File: src/sv/iib_pkg.sv
package iib_pkg;

	localparam int unsigned DEPTH_DEF = 1024;
	localparam int unsigned IDX_W     = 10;
	localparam int unsigned ENTRY_W   = 64;

	typedef enum logic [1:0] {
		KIND_LOAD  = 2'd0,
		KIND_SORT  = 2'd1,
		KIND_FETCH = 2'd2,
		KIND_CLEAR = 2'd3
	} kind_t;

	typedef enum logic [1:0] {
		ST_OK    = 2'd0,
		ST_FULL  = 2'd1,
		ST_EMPTY = 2'd2,
		ST_PHASE = 2'd3
	} status_t;

	typedef enum logic [2:0] {
		S_IDLE,
		S_RD0,
		S_CARRY,
		S_SCAN,
		S_WB,
		S_PRIME0,
		S_PRIME1
	} state_t;

	typedef struct packed {
		logic go;
		logic sort_start;
		logic rd0;
		logic load_carry;
		logic scan;
		logic pass_end;
		logic prime0;
		logic prime1;
	} cmd_t;

	typedef struct packed {
		logic scan_done;
		logic pass_last;
		logic sort_trivial;
	} stat_t;

endpackage

File: src/sv/iib_ctrl.sv
module iib_ctrl (
	input  logic            clk,
	input  logic            arst_n,
	input  logic            start,
	input  logic [1:0]      kind,
	input  iib_pkg::stat_t  stat,
	output iib_pkg::cmd_t   cmd,
	output logic            busy
);

	iib_pkg::state_t state_q, state_d;

	always_ff @(posedge clk or negedge arst_n) begin
		if (!arst_n) begin
			state_q <= iib_pkg::S_IDLE;
		end else begin
			state_q <= state_d;
		end
	end

	always_comb begin
		state_d = state_q;
		cmd     = '0;
		busy    = (state_q != iib_pkg::S_IDLE);
		case (state_q)
			iib_pkg::S_IDLE: begin
				cmd.go = start;
				if (start && kind == iib_pkg::KIND_SORT) begin
					cmd.sort_start = 1'b1;
					state_d = stat.sort_trivial ? iib_pkg::S_PRIME0 : iib_pkg::S_RD0;
				end
			end
			iib_pkg::S_RD0: begin
				cmd.rd0 = 1'b1;
				state_d = iib_pkg::S_CARRY;
			end
			iib_pkg::S_CARRY: begin
				cmd.load_carry = 1'b1;
				state_d = iib_pkg::S_SCAN;
			end
			iib_pkg::S_SCAN: begin
				cmd.scan = 1'b1;
				if (stat.scan_done) begin
					state_d = iib_pkg::S_WB;
				end
			end
			iib_pkg::S_WB: begin
				cmd.pass_end = 1'b1;
				state_d = stat.pass_last ? iib_pkg::S_PRIME0 : iib_pkg::S_RD0;
			end
			iib_pkg::S_PRIME0: begin
				cmd.prime0 = 1'b1;
				state_d = iib_pkg::S_PRIME1;
			end
			iib_pkg::S_PRIME1: begin
				cmd.prime1 = 1'b1;
				state_d = iib_pkg::S_IDLE;
			end
			default: begin
				state_d = iib_pkg::S_IDLE;
			end
		endcase
	end

endmodule

File: config.mk
export PLATFORM = sky130hd
export DESIGN_NAME = iib_ctrl
export DESIGN_NICKNAME = d
export VERILOG_FILES = /design/src/sv/iib_pkg.sv /design/src/sv/iib_ctrl.sv
export SDC_FILE = /design/constraint.sdc
export NUM_CORES = 1
export LEC_CHECK = 0
export BUFFER_PORTS_ARGS = -buffer_cell sky130_fd_sc_hd__clkbuf_2
export CORE_AREA = 2 2 39 41
export CTS_BUF_LIST = sky130_fd_sc_hd__clkbuf_4
export DETAILED_ROUTE_END_ITERATION = 6
export DIE_AREA = 0 0 41 43
export GPL_TIMING_DRIVEN = 1
export SLEW_MARGIN = 20
export SYNTH_ARGS = -nofsm -noshare
export SYNTH_HDL_FRONTEND = slang
export SYNTH_SLANG_ARGS = --single-unit
File: constraint.sdc
create_clock -name clk -period 1 [get_ports clk]
set_input_delay 0 -clock clk [delete_from_list [all_inputs] [get_ports clk]]
set_output_delay 0 -clock clk [all_outputs]
set_load 0.005 [all_outputs]
==> results of run 1 <==
[layout by cell type (no fill, tap or decap), drive strengths merged]
| cell | n |
|---|---|
| nor2b | 1 |
| nand2 | 3 |
| o21ai | 1 |
| dfrtp | 3 |
| clkbuf | 13 |
| a221oi | 2 |
| a21oi | 1 |
| a32o | 1 |
| xor2 | 1 |
| and2 | 1 |
| inv | 3 |
| nor4b | 1 |
| nand3b | 1 |
| buf | 22 |
| nor3 | 4 |
| and3 | 3 |
| nor2 | 2 |
| dlygate4sd3 | 1 |
[logic make-up after synthesis]
kind of cell,after synthesis,share of synthesized area
AND/OR/NAND/NOR,16,0.392
buffers and inverters,5,0.0955
AO/OA/AOI/OAI,5,0.176
XOR/XNOR,1,0.0352
flip-flops,3,0.301
[power by group]
group          switching (µW)  total [µW]  internal, µW
combinational             533        1340           805
clock                    73.5         251           177
sequential                132         324           192
total                     739        1910          1170
[area by class of cell]
type | count | area (µm²)
fill | 144 | 787
tap | 16 | 20.0
inverter | 3 | 11.3
multi-input combinational | 22 | 215
timing repair buffer | 32 | 241
sequential | 3 | 78.8
clock buffer | 4 | 30.0
[per-layer routing]
layer  vias up  track usage  part of all wire
li1        176            -                 -
met1       153        0.152              0.39
met2        15        0.172              0.51
met3         2       0.0314             0.073
met4         0        0.140             0.016
met5         -            0                 0
[metrics by stage]
| step | cell area [µm²] | hold WS [ns] | TNS, ns | instances | worst slack, ns |
|---|---|---|---|---|---|
| finish | 597 | 0.0794 | -1.42 | 80 | -0.176 |
| global route | 597 | 0.0960 | -1.97 | 80 | -0.247 |
| CTS | 576 | 0.0682 | -1.37 | 80 | -0.169 |
| detailed placement | 392 | -0.200 | -0.300 | 65 | -0.0846 |
| global placement | 392 | -0.200 | -0.179 | 65 | -0.0702 |
| floorplan | 275 | -0.296 | -0.00910 | 30 | -0.00910 |
[final timing paths]
path,slack [ns],end
max,-0.18,state_q[2]
min in group asynchronous,0.09,state_q[2]
min reg2reg,0.75,state_q[1]
max reg2reg,-0.18,state_q[2]
max in group asynchronous,0.78,state_q[1]
min,0.08,state_q[1]
[worst reg2reg max path: stages, from the launching register on]
cell      delay, ns
dfrtp_2        0.43
buf_6          0.15
xor2_1         0.14
a221oi_2       0.27
a221oi_2       0.05
[timing repair]
action,4_1_cts,5_1_grt
hold endpoints to repair,3,0
gates cloned,0,0
setup endpoints to repair,11,12
pin swaps,9,5
hold buffers,1,0
gates resized for setup,19,10
buffers inserted,11,0
==> summary.txt, run 1 <==
Outcome
  – Outcome: finished, violations left
  – Failing checks: setup timing

Setup path
  – Critical Path Source: state_q[2]
  – CP arrival: 1.29 ns
  – Worst R2R Start: state_q[2]
  – CP top delay family: flip-flops
  – Startpoint types: flop
  – Crit path cell chain: buf_6 -> xor2_1 -> a221oi_2 -> a221oi_2
  – Slowest cell on crit path: dfrtp_2
  – Crit. End Element: flop
  – Buf+Inv Stages, Crit Path: 1
  – CP peak stage delay: 0.43 ns
  – R2R cell count: 4
  – Kind of critical path: reg2reg
  – Worst-path fanout max: 5
  – Critical path depth: 4
  – CP Data Required Time: 1.11 ns
  – Cell mode on critical path: a221oi_2

Job
  – Max-cap viol count: 0

Logic synthesis
  – Synthesized cell area: 249 µm²
  – Register area share after synthesis: 0.302
  – Syn nets: 38
  – Yosys cell types: 19
  – Syn_area_per_cell: 8.30 µm²
  – Post-synth EDFFs: 0
  – FF+latch count, synth: 3
  – Synth area leaders: dfrtp_1 30%, and3_1 7.5%, nor3_1 6.0%
  – Yosys top cell by area: dfrtp_1
  – Synthesized instance count: 30
  – Area share of the largest cell type after synthesis: 0.302
  – Synth warn: 0
  – Ys async rst share: 1.00
  – Ys flop type: dfrtp_1
  – Most common library cells after synthesis: 3 x and3_1, 3 x dfrtp_1, 3 x inv_1, 3 x nand2_1, 3 x nor3_1

STA
  – Setup Skew: 0.00576 ns
  – Final hold vios: 0
  – Max-slew violation count: 0
  – Crit share post-route: 1.18
  – Slew @ Worst Pin: 0.251 ns
  – Tmin final: 1.18 ns
  – Final worst setup slack: -0.176 ns
  – Slew HR: 0.833
  – FMAX: 850 MHz
  – # setup viols final: 11
  – RSZ-0062 raised after global routing: true

Clock tree
  – Clk_lat worst skew: 0.24 ns
  – Clock transition at path regs: 0.04 ns
  – Root buffer cell: clkbuf_4
  – H-tree levels: 1
  – CTS Buffer Depth: 2
  – TritonCTS clock tree: done
  – Sink Count: 3
  – Clock buffer count from CTS: 3

Placement
  – Dpl hpwl: 484 µm
  – Gp weighted congestion: 0.713
  – IO buf count: 16

Drt
  – DRC violations left: 0
  – Overall routed net length: 878 µm
  – Vias per cell: 4.33
  – WL/cell: 11.0 µm
  – Drt first pass iters: 1
  – Post-DRT Antenna Nets: 0
  – Vias: 346
  – Iter 0 DRT Violations: 0

Worst hold path
  – Worst hold path type: in2reg
  – WHS Path Cells: 4
  – HP Start: stat[2]

Cells and area
  – Top flop regs: state_q (3)
  – Share of post-route cells with drive strength above 1: 0.828
  – Layout area overhead: 140%
  – Ant. Diodes: 0
  – Final Core Density: 0.431
  – Biggest register: state_q
  – Max reg flops: 3
  – Nets: 73

Floorplanning
  – Die area: 0.00176 mm²
  – Die W: 41 µm
  – Standard-cell rows: 14
  – Io pins: 17
  – Core area: 0.00138 mm²
  – Die height: 43 µm
  – Initial core utilization: 0.180

Global route
  – GRT Total Usage: 0.130
  – First-pass GRT wire length: 1.44 mm
  – Total grt overflow: 0
  – Pin count of the biggest net entering global routing: 7
  – Initial antenna violation count: 0
  – Vias in the first global route: 319

Power and ir drop
  – Max VDD drop: 0.00116 V
  – Pwr Total: 1910 µW
  – Static Leak: 0.000291 µW
  – Power density over cell area: 3210 mW/mm²
(Power assumes the default switching activity.)
==> run 2: changes to the inputs <==
--- a/config.mk
+++ b/config.mk
@@ -5,6 +5,7 @@
 export SDC_FILE = /design/constraint.sdc
 export NUM_CORES = 1
 export LEC_CHECK = 0
+export ABC_AREA = 1
 export BUFFER_PORTS_ARGS = -buffer_cell sky130_fd_sc_hd__clkbuf_2
 export CORE_AREA = 2 2 39 41
 export CTS_BUF_LIST = sky130_fd_sc_hd__clkbuf_4
==> summary.txt, run 2 <==
Outcome
  – Outcome: finished, violations left (unchanged)
  – Failing checks: setup timing (unchanged)

Floorplanning
  – Io pins: 17 (unchanged)
  – Die height: 43 µm (unchanged)
  – Die W: 41 µm (unchanged)
  – Die area: 0.00176 mm² (unchanged)
  – Initial core utilization: 0.178 (was 0.180)
  – Standard-cell rows: 14 (unchanged)
  – Core area: 0.00138 mm² (unchanged)

Job
  – Max-cap viol count: 0 (unchanged)

Logic synthesis
  – Syn nets: 45 (was 38)
  – Count leader, synth: nand2_1
  – Synth area leaders: dfrtp_1 30%, nand3_2 12%, nand2_1 11% (was dfrtp_1 30%, and3_1 7.5%, nor3_1 6.0%)
  – Synthesized instance count: 37 (was 30)
  – Post-synth EDFFs: 0 (unchanged)
  – Ys async rst share: 1.00 (unchanged)
  – Area share of the largest cell type after synthesis: 0.305 (was 0.302)
  – Most common library cells after synthesis: 7 x nand2_1, 5 x inv_1, 5 x nor2_1, 4 x inv_2 (was 3 x and3_1, 3 x dfrtp_1, 3 x inv_1, 3 x nand2_1, 3 x nor3_1)
  – Syn_area_per_cell: 6.66 µm² (was 8.30 µm²)
  – FF+latch count, synth: 3 (unchanged)
  – Synthesized cell area: 246 µm² (was 249 µm²)
  – Ys flop type: dfrtp_1 (unchanged)
  – Register area share after synthesis: 0.305 (was 0.302)
  – Yosys top cell by area: dfrtp_1 (unchanged)
  – Synth warn: 0 (unchanged)
  – Yosys cell types: 12 (was 19)

Clock tree
  – Sink Count: 3 (unchanged)
  – Clock buffer count from CTS: 3 (unchanged)
  – H-tree levels: 1 (unchanged)
  – TritonCTS clock tree: done (unchanged)
  – Clock transition at path regs: 0.04 ns (about the same)
  – Clk_lat worst skew: 0.23 ns (was 0.24 ns)
  – Root buffer cell: clkbuf_4 (unchanged)
  – CTS Buffer Depth: 2 (unchanged)

Drt
  – Post-DRT Antenna Nets: 0 (unchanged)
  – Drt first pass iters: 2 (was 1)
  – DRC violations left: 0 (unchanged)
  – Vias per cell: 4.13 (was 4.33)
  – WL/cell: 9.23 µm (was 11.0 µm)
  – Overall routed net length: 794 µm (was 878 µm)
  – Iter 0 DRT Violations: 5 (was 0)
  – Vias: 355 (was 346)

Power and ir drop
  – Static Leak: 0.000305 µW (was 0.000291 µW)
  – Pwr Total: 1670 µW (was 1910 µW)
  – Power density over cell area: 3120 mW/mm² (was 3210 mW/mm²)
  – Max VDD drop: 0.000952 V (was 0.00116 V)

STA
  – Final hold vios: 0 (unchanged)
  – # setup viols final: 12 (was 11)
  – RSZ-0062 raised after global routing: true (unchanged)
  – Final worst setup slack: -0.0926 ns (was -0.176 ns)
  – Slew HR: 0.890 (was 0.833)
  – Crit share post-route: 1.09 (was 1.18)
  – Slew @ Worst Pin: 0.164 ns (was 0.251 ns)
  – Tmin final: 1.09 ns (was 1.18 ns)
  – FMAX: 915 MHz (was 850 MHz)
  – Setup Skew: 0.000986 ns (was 0.00576 ns)
  – Fin Setup TNS: -0.649 ns (was -1.42 ns)
  – Max-slew violation count: 0 (unchanged)

Placement
  – IO buf count: 16 (unchanged)
  – Dpl cells: 75 (was 65)
  – Dpl hpwl: 545 µm (was 484 µm)
  – Gp weighted congestion: 0.744 (was 0.713)
  – Setup WS pre-CTS: -0.0129 ns (was -0.0846 ns)

Setup path
  – CP Data Required Time: 1.00 ns (was 1.11 ns)
  – Crit. End Element: output port (was flop)
  – Worst-path fanout max: 4 (was 5)
  – Kind of critical path: reg2out (was reg2reg)
  – Startpoint types: flop (unchanged)
  – Reg2reg setup slack: -0.07 ns (was -0.18 ns)
  – CP arrival: 1.09 ns (was 1.29 ns)

Global route
  – Vias in the first global route: 333 (was 319)
  – First-pass GRT wire length: 1.28 mm (was 1.44 mm)
  – Initial antenna violation count: 0 (unchanged)
  – GRT Total Usage: 0.109 (was 0.130)
  – Pin count of the biggest net entering global routing: 6 (was 7)
  – Total grt overflow: 0 (unchanged)

Cells and area
  – Top flop regs: state_q (3) (unchanged)
  – Commonest non-fill, non-tap cells in the layout: 13 x clkbuf_2, 9 x buf_4, 6 x inv_2 (was 9 x clkbuf_2, 9 x buf_6, 8 x buf_4)
  – Max reg flops: 3 (unchanged)
  – # fillers: 144 (unchanged)
  – Ant. Diodes: 0 (unchanged)
  – Share of post-route cells with drive strength above 1: 0.743 (was 0.828)
  – Nets: 79 (was 73)
  – Final Core Density: 0.387 (was 0.431)
  – Multi-input gate area: 185 µm² (was 215 µm²)
  – Biggest register: state_q (unchanged)
  – Sequential cell area: 75.1 µm² (was 78.8 µm²)
  – Layout area overhead: 117% (was 140%)
  – Commonest non-fill, non-tap cell in the layout: clkbuf_2
  – Non-filler cells, final: 86 (was 80)

Worst hold path
  – Worst hold path type: in2reg (unchanged)
## run 2: cell count changes after synthesis, sizes merged, moves of 2 or more
cell	before	now
inv	3	9
and3	3	0
nand3	0	4
nor3	4	2
nor2	2	8
a221oi	2	0
nand4	0	2
nand2	3	7
## run 2: worst paths after layout
check,to,start,cells past startpoint
max,busy,state_q[1],4
min,state_q[0],stat[2],4
max reg2reg,state_q[2],state_q[0],7
min reg2reg,state_q[1],state_q[2],2
max in group asynchronous,state_q[1],arst_n,2
min in group asynchronous,state_q[0],arst_n,2
## run 2: routing by layer
| layer | wire length [µm] | GRT usage |
|---|---|---|
| met1 | 291 | 0.116 |
| met2 | 455 | 0.178 |
| met3 | 26 | 0.0157 |
| met4 | 21 | 0.0800 |
| met5 | 0 | 0 |
## run 2: per-stage QoR
stage / hold slack (ns) / cell area, µm²
3_3_place_gp: -0.202 / 392
6_report: 0.0573 / 536
4_1_cts: 0.0405 / 508
5_1_grt: 0.0842 / 536
3_5_place_dp: -0.202 / 392
2_1_floorplan: -0.296 / 246
## run 2: area by class of cell
| type | instances | share of cell area |
|---|---|---|
| well taps | 16 | 0.0374 |
| inverters | 9 | 0.0631 |
| repair buffers | 29 | 0.357 |
| multi-input cells | 25 | 0.346 |
| flip-flops and latches | 3 | 0.140 |
| clock buffers | 4 | 0.0561 |
## run 2: what timing repair did
action,CTS,global route
hold endpoints to repair,3,0
pin swaps,1,5
setup endpoints to repair,9,12
gates resized for setup,8,11
setup buffers,5,1
hold buffers,1,0
## run 2: worst max-delay path: stages, from the launching register on
cell,delay [ns]
dfrtp_1,0.41
inv_2,0.12
nand3_4,0.10
buf_4,0.14
clkbuf_2,0.10
## run 2: cell families after synthesis
kind of cell	Yosys count	synth area share
flip-flops	3	0.305
buffers and inverters	9	0.137
AND/OR/NAND/NOR	23	0.492
AO/OA/AOI/OAI	2	0.0660
## run 2: power breakdown
| group | internal [µW] | switching, µW |
|---|---|---|
| registers | 183 | 59.7 |
| logic | 602 | 587 |
| clock network | 177 | 62.4 |
| total | 961 | 709 |
==> run 3: changes to the inputs <==
--- a/config.mk
+++ b/config.mk
@@ -8,7 +8,6 @@
 export ABC_AREA = 1
 export BUFFER_PORTS_ARGS = -buffer_cell sky130_fd_sc_hd__clkbuf_2
 export CORE_AREA = 2 2 39 41
-export CTS_BUF_LIST = sky130_fd_sc_hd__clkbuf_4
 export DETAILED_ROUTE_END_ITERATION = 6
 export DIE_AREA = 0 0 41 43
 export GPL_TIMING_DRIVEN = 1
==> summary.txt, run 3 (synthesis results as in run 2) <==
Outcome
  – Outcome: finished, violations left (unchanged)
  – Failing checks: setup timing (unchanged)

STA
  – FMAX: 912 MHz (was 915 MHz)
  – Final hold vios: 0 (unchanged)
  – # setup viols final: 12 (unchanged)
  – Max-slew violation count: 0 (unchanged)
  – Tmin final: 1.10 ns (was 1.09 ns)
  – Crit share post-route: 1.10 (was 1.09)
  – Final worst setup slack: -0.0961 ns (was -0.0926 ns)
  – Slew @ Worst Pin: 0.164 ns (about the same)
  – RSZ-0062 raised after global routing: true (unchanged)
  – Setup Skew: 0.00185 ns (was 0.000986 ns)
  – Slew HR: 0.890 (about the same)

Clock tree
  – Root buffer cell: clkbuf_4 (unchanged)
  – Clock buffer count from CTS: 3 (unchanged)
  – CTS Buffer Depth: 2 (unchanged)
  – Clock transition at path regs: 0.04 ns (about the same)
  – Sink Count: 3 (unchanged)
  – TritonCTS clock tree: done (unchanged)
  – Clk_lat worst skew: 0.24 ns (was 0.23 ns)
  – H-tree levels: 1 (unchanged)

Setup path
  – Startpoint types: flop (unchanged)
  – R2r endpoint: state_q[2] (unchanged)
  – CP arrival: 1.10 ns (was 1.09 ns)
  – Worst-path fanout max: 4 (unchanged)
  – Buf+Inv Stages, Crit Path: 3 (unchanged)
  – Critical Path Source: state_q[1] (unchanged)
  – Crit path capture: busy (unchanged)
  – CP Data Required Time: 1.00 ns (about the same)
  – Crit path cell chain: inv_2 -> nand3_4 -> buf_4 -> clkbuf_2 (unchanged)
  – Critical path depth: 4 (unchanged)
  – R2R cell count: 7 (unchanged)
  – Worst R2R Start: state_q[0] (unchanged)
  – Slowest cell on crit path: dfrtp_1 (unchanged)
  – CP top delay family: flip-flops (unchanged)
  – Crit. End Element: output port (unchanged)
  – Kind of critical path: reg2out (unchanged)
  – CP peak stage delay: 0.41 ns (about the same)
  – Reg2reg setup slack: -0.07 ns (about the same)

Cells and area
  – Max reg flops: 3 (unchanged)
  – Design Area, Final: 532 µm² (was 536 µm²)
  – Layout area overhead: 116% (was 117%)
  – Commonest non-fill, non-tap cells in the layout: 13 x clkbuf_2, 9 x buf_4, 6 x inv_2 (unchanged)
  – Biggest register: state_q (unchanged)
  – Top flop regs: state_q (3) (unchanged)
  – Nets: 79 (unchanged)
  – Share of post-route cells with drive strength above 1: 0.729 (was 0.743)
  – Final Core Density: 0.384 (was 0.387)
  – Ant. Diodes: 0 (unchanged)
  – Commonest non-fill, non-tap cell in the layout: clkbuf_2 (unchanged)

Placement
  – Placed cell area: 392 µm² (unchanged)
  – IO buf count: 16 (unchanged)
  – Dpl hpwl: 545 µm (unchanged)
  – Gp weighted congestion: 0.744 (unchanged)

Floorplanning
  – Die area: 0.00176 mm² (unchanged)
  – Die height: 43 µm (unchanged)
  – Io pins: 17 (unchanged)
  – Core area: 0.00138 mm² (unchanged)
  – Die W: 41 µm (unchanged)
  – Initial core utilization: 0.178 (unchanged)
  – Standard-cell rows: 14 (unchanged)

Drt
  – Overall routed net length: 807 µm (was 794 µm)
  – Iter 0 DRT Violations: 7 (was 5)
  – WL/cell: 9.38 µm (was 9.23 µm)
  – DRC violations left: 0 (unchanged)
  – Post-DRT Antenna Nets: 0 (unchanged)
  – Drt first pass iters: 3 (was 2)
  – Vias per cell: 4.12 (was 4.13)
  – Vias: 354 (was 355)

Global route
  – Initial antenna violation count: 0 (unchanged)
  – Pin count of the biggest net entering global routing: 6 (unchanged)
  – Vias in the first global route: 344 (was 333)
  – Total grt overflow: 0 (unchanged)
  – GRT Total Usage: 0.116 (was 0.109)
  – First-pass GRT wire length: 1.31 mm (was 1.28 mm)

Job
  – Max-cap viol count: 0 (unchanged)

Worst hold path
  – WHS Path Cells: 4 (unchanged)
  – Worst hold path type: in2reg (unchanged)

Power and ir drop
  – Max VDD drop: 0.000959 V (was 0.000952 V)
  – Static Leak: 0.000301 µW (was 0.000305 µW)
  – Power density over cell area: 3100 mW/mm² (was 3120 mW/mm²)
[run 3: cell counts in the layout (fill, tap and decap cells not counted)]
No cell type changed its count.
[run 3: report_power, final]
group,internal (µW),switching [µW]
clock network,150,67.6
registers,183,59.5
logic,602,589
total,935,716
[run 3: worst min path at each step]
stage,start,end,slack (ns)
2_1_floorplan,arst_n,state_q[0],-0.30
3_3_place_gp,arst_n,state_q[2],-0.20
3_5_place_dp,arst_n,state_q[2],-0.20
4_1_cts,stat[2],state_q[0],0.03
5_1_grt,stat[2],state_q[0],0.07
6_report,stat[2],state_q[0],0.05
[run 3: repair_timing]
action,in CTS,in global routing
hold endpoints to repair,3,0
hold buffers,1,0
pin swaps,1,5
resized for setup,8,11
endpoints found under the setup margin,10,12
setup buffers,5,1
[run 3: per-layer routing]
layer | vias up | global-route usage | part of all wire
li1 | 182 | - | -
met1 | 160 | 0.116 | 0.35
met2 | 8 | 0.181 | 0.57
met3 | 4 | 0.0157 | 0.042
met4 | 0 | 0.120 | 0.033
met5 | - | 0 | 0
[run 3: worst register-to-register path: cells and delay by family (launching register included)]
family,cells,cell delay (ns)
buf+inv,4,0.35
flops,1,0.38
simple gates,3,0.24
[run 3: final cells by class]
class	instances	area, µm²
Fill cell	141	852
Timing Repair Buffer	29	191
Multi-Input combinational cell	25	185
Sequential cell	3	75.1
Inverter	9	33.8
Clock buffer	4	26.3
Tap cell	16	20.0
[run 3: metrics by stage]
step	hold WS (ns)	total power (µW)	TNS, ns	setup slack [ns]	instances
2_1_floorplan	-0.296	669	0	0.000572	37
3_3_place_gp	-0.202	1030	0	0.00388	75
3_5_place_dp	-0.202	1040	-0.0129	-0.0129	75
4_1_cts	0.0322	1540	-0.762	-0.0879	85
5_1_grt	0.0714	1800	-1.43	-0.154	86
6_report	0.0525	1650	-0.685	-0.0961	86
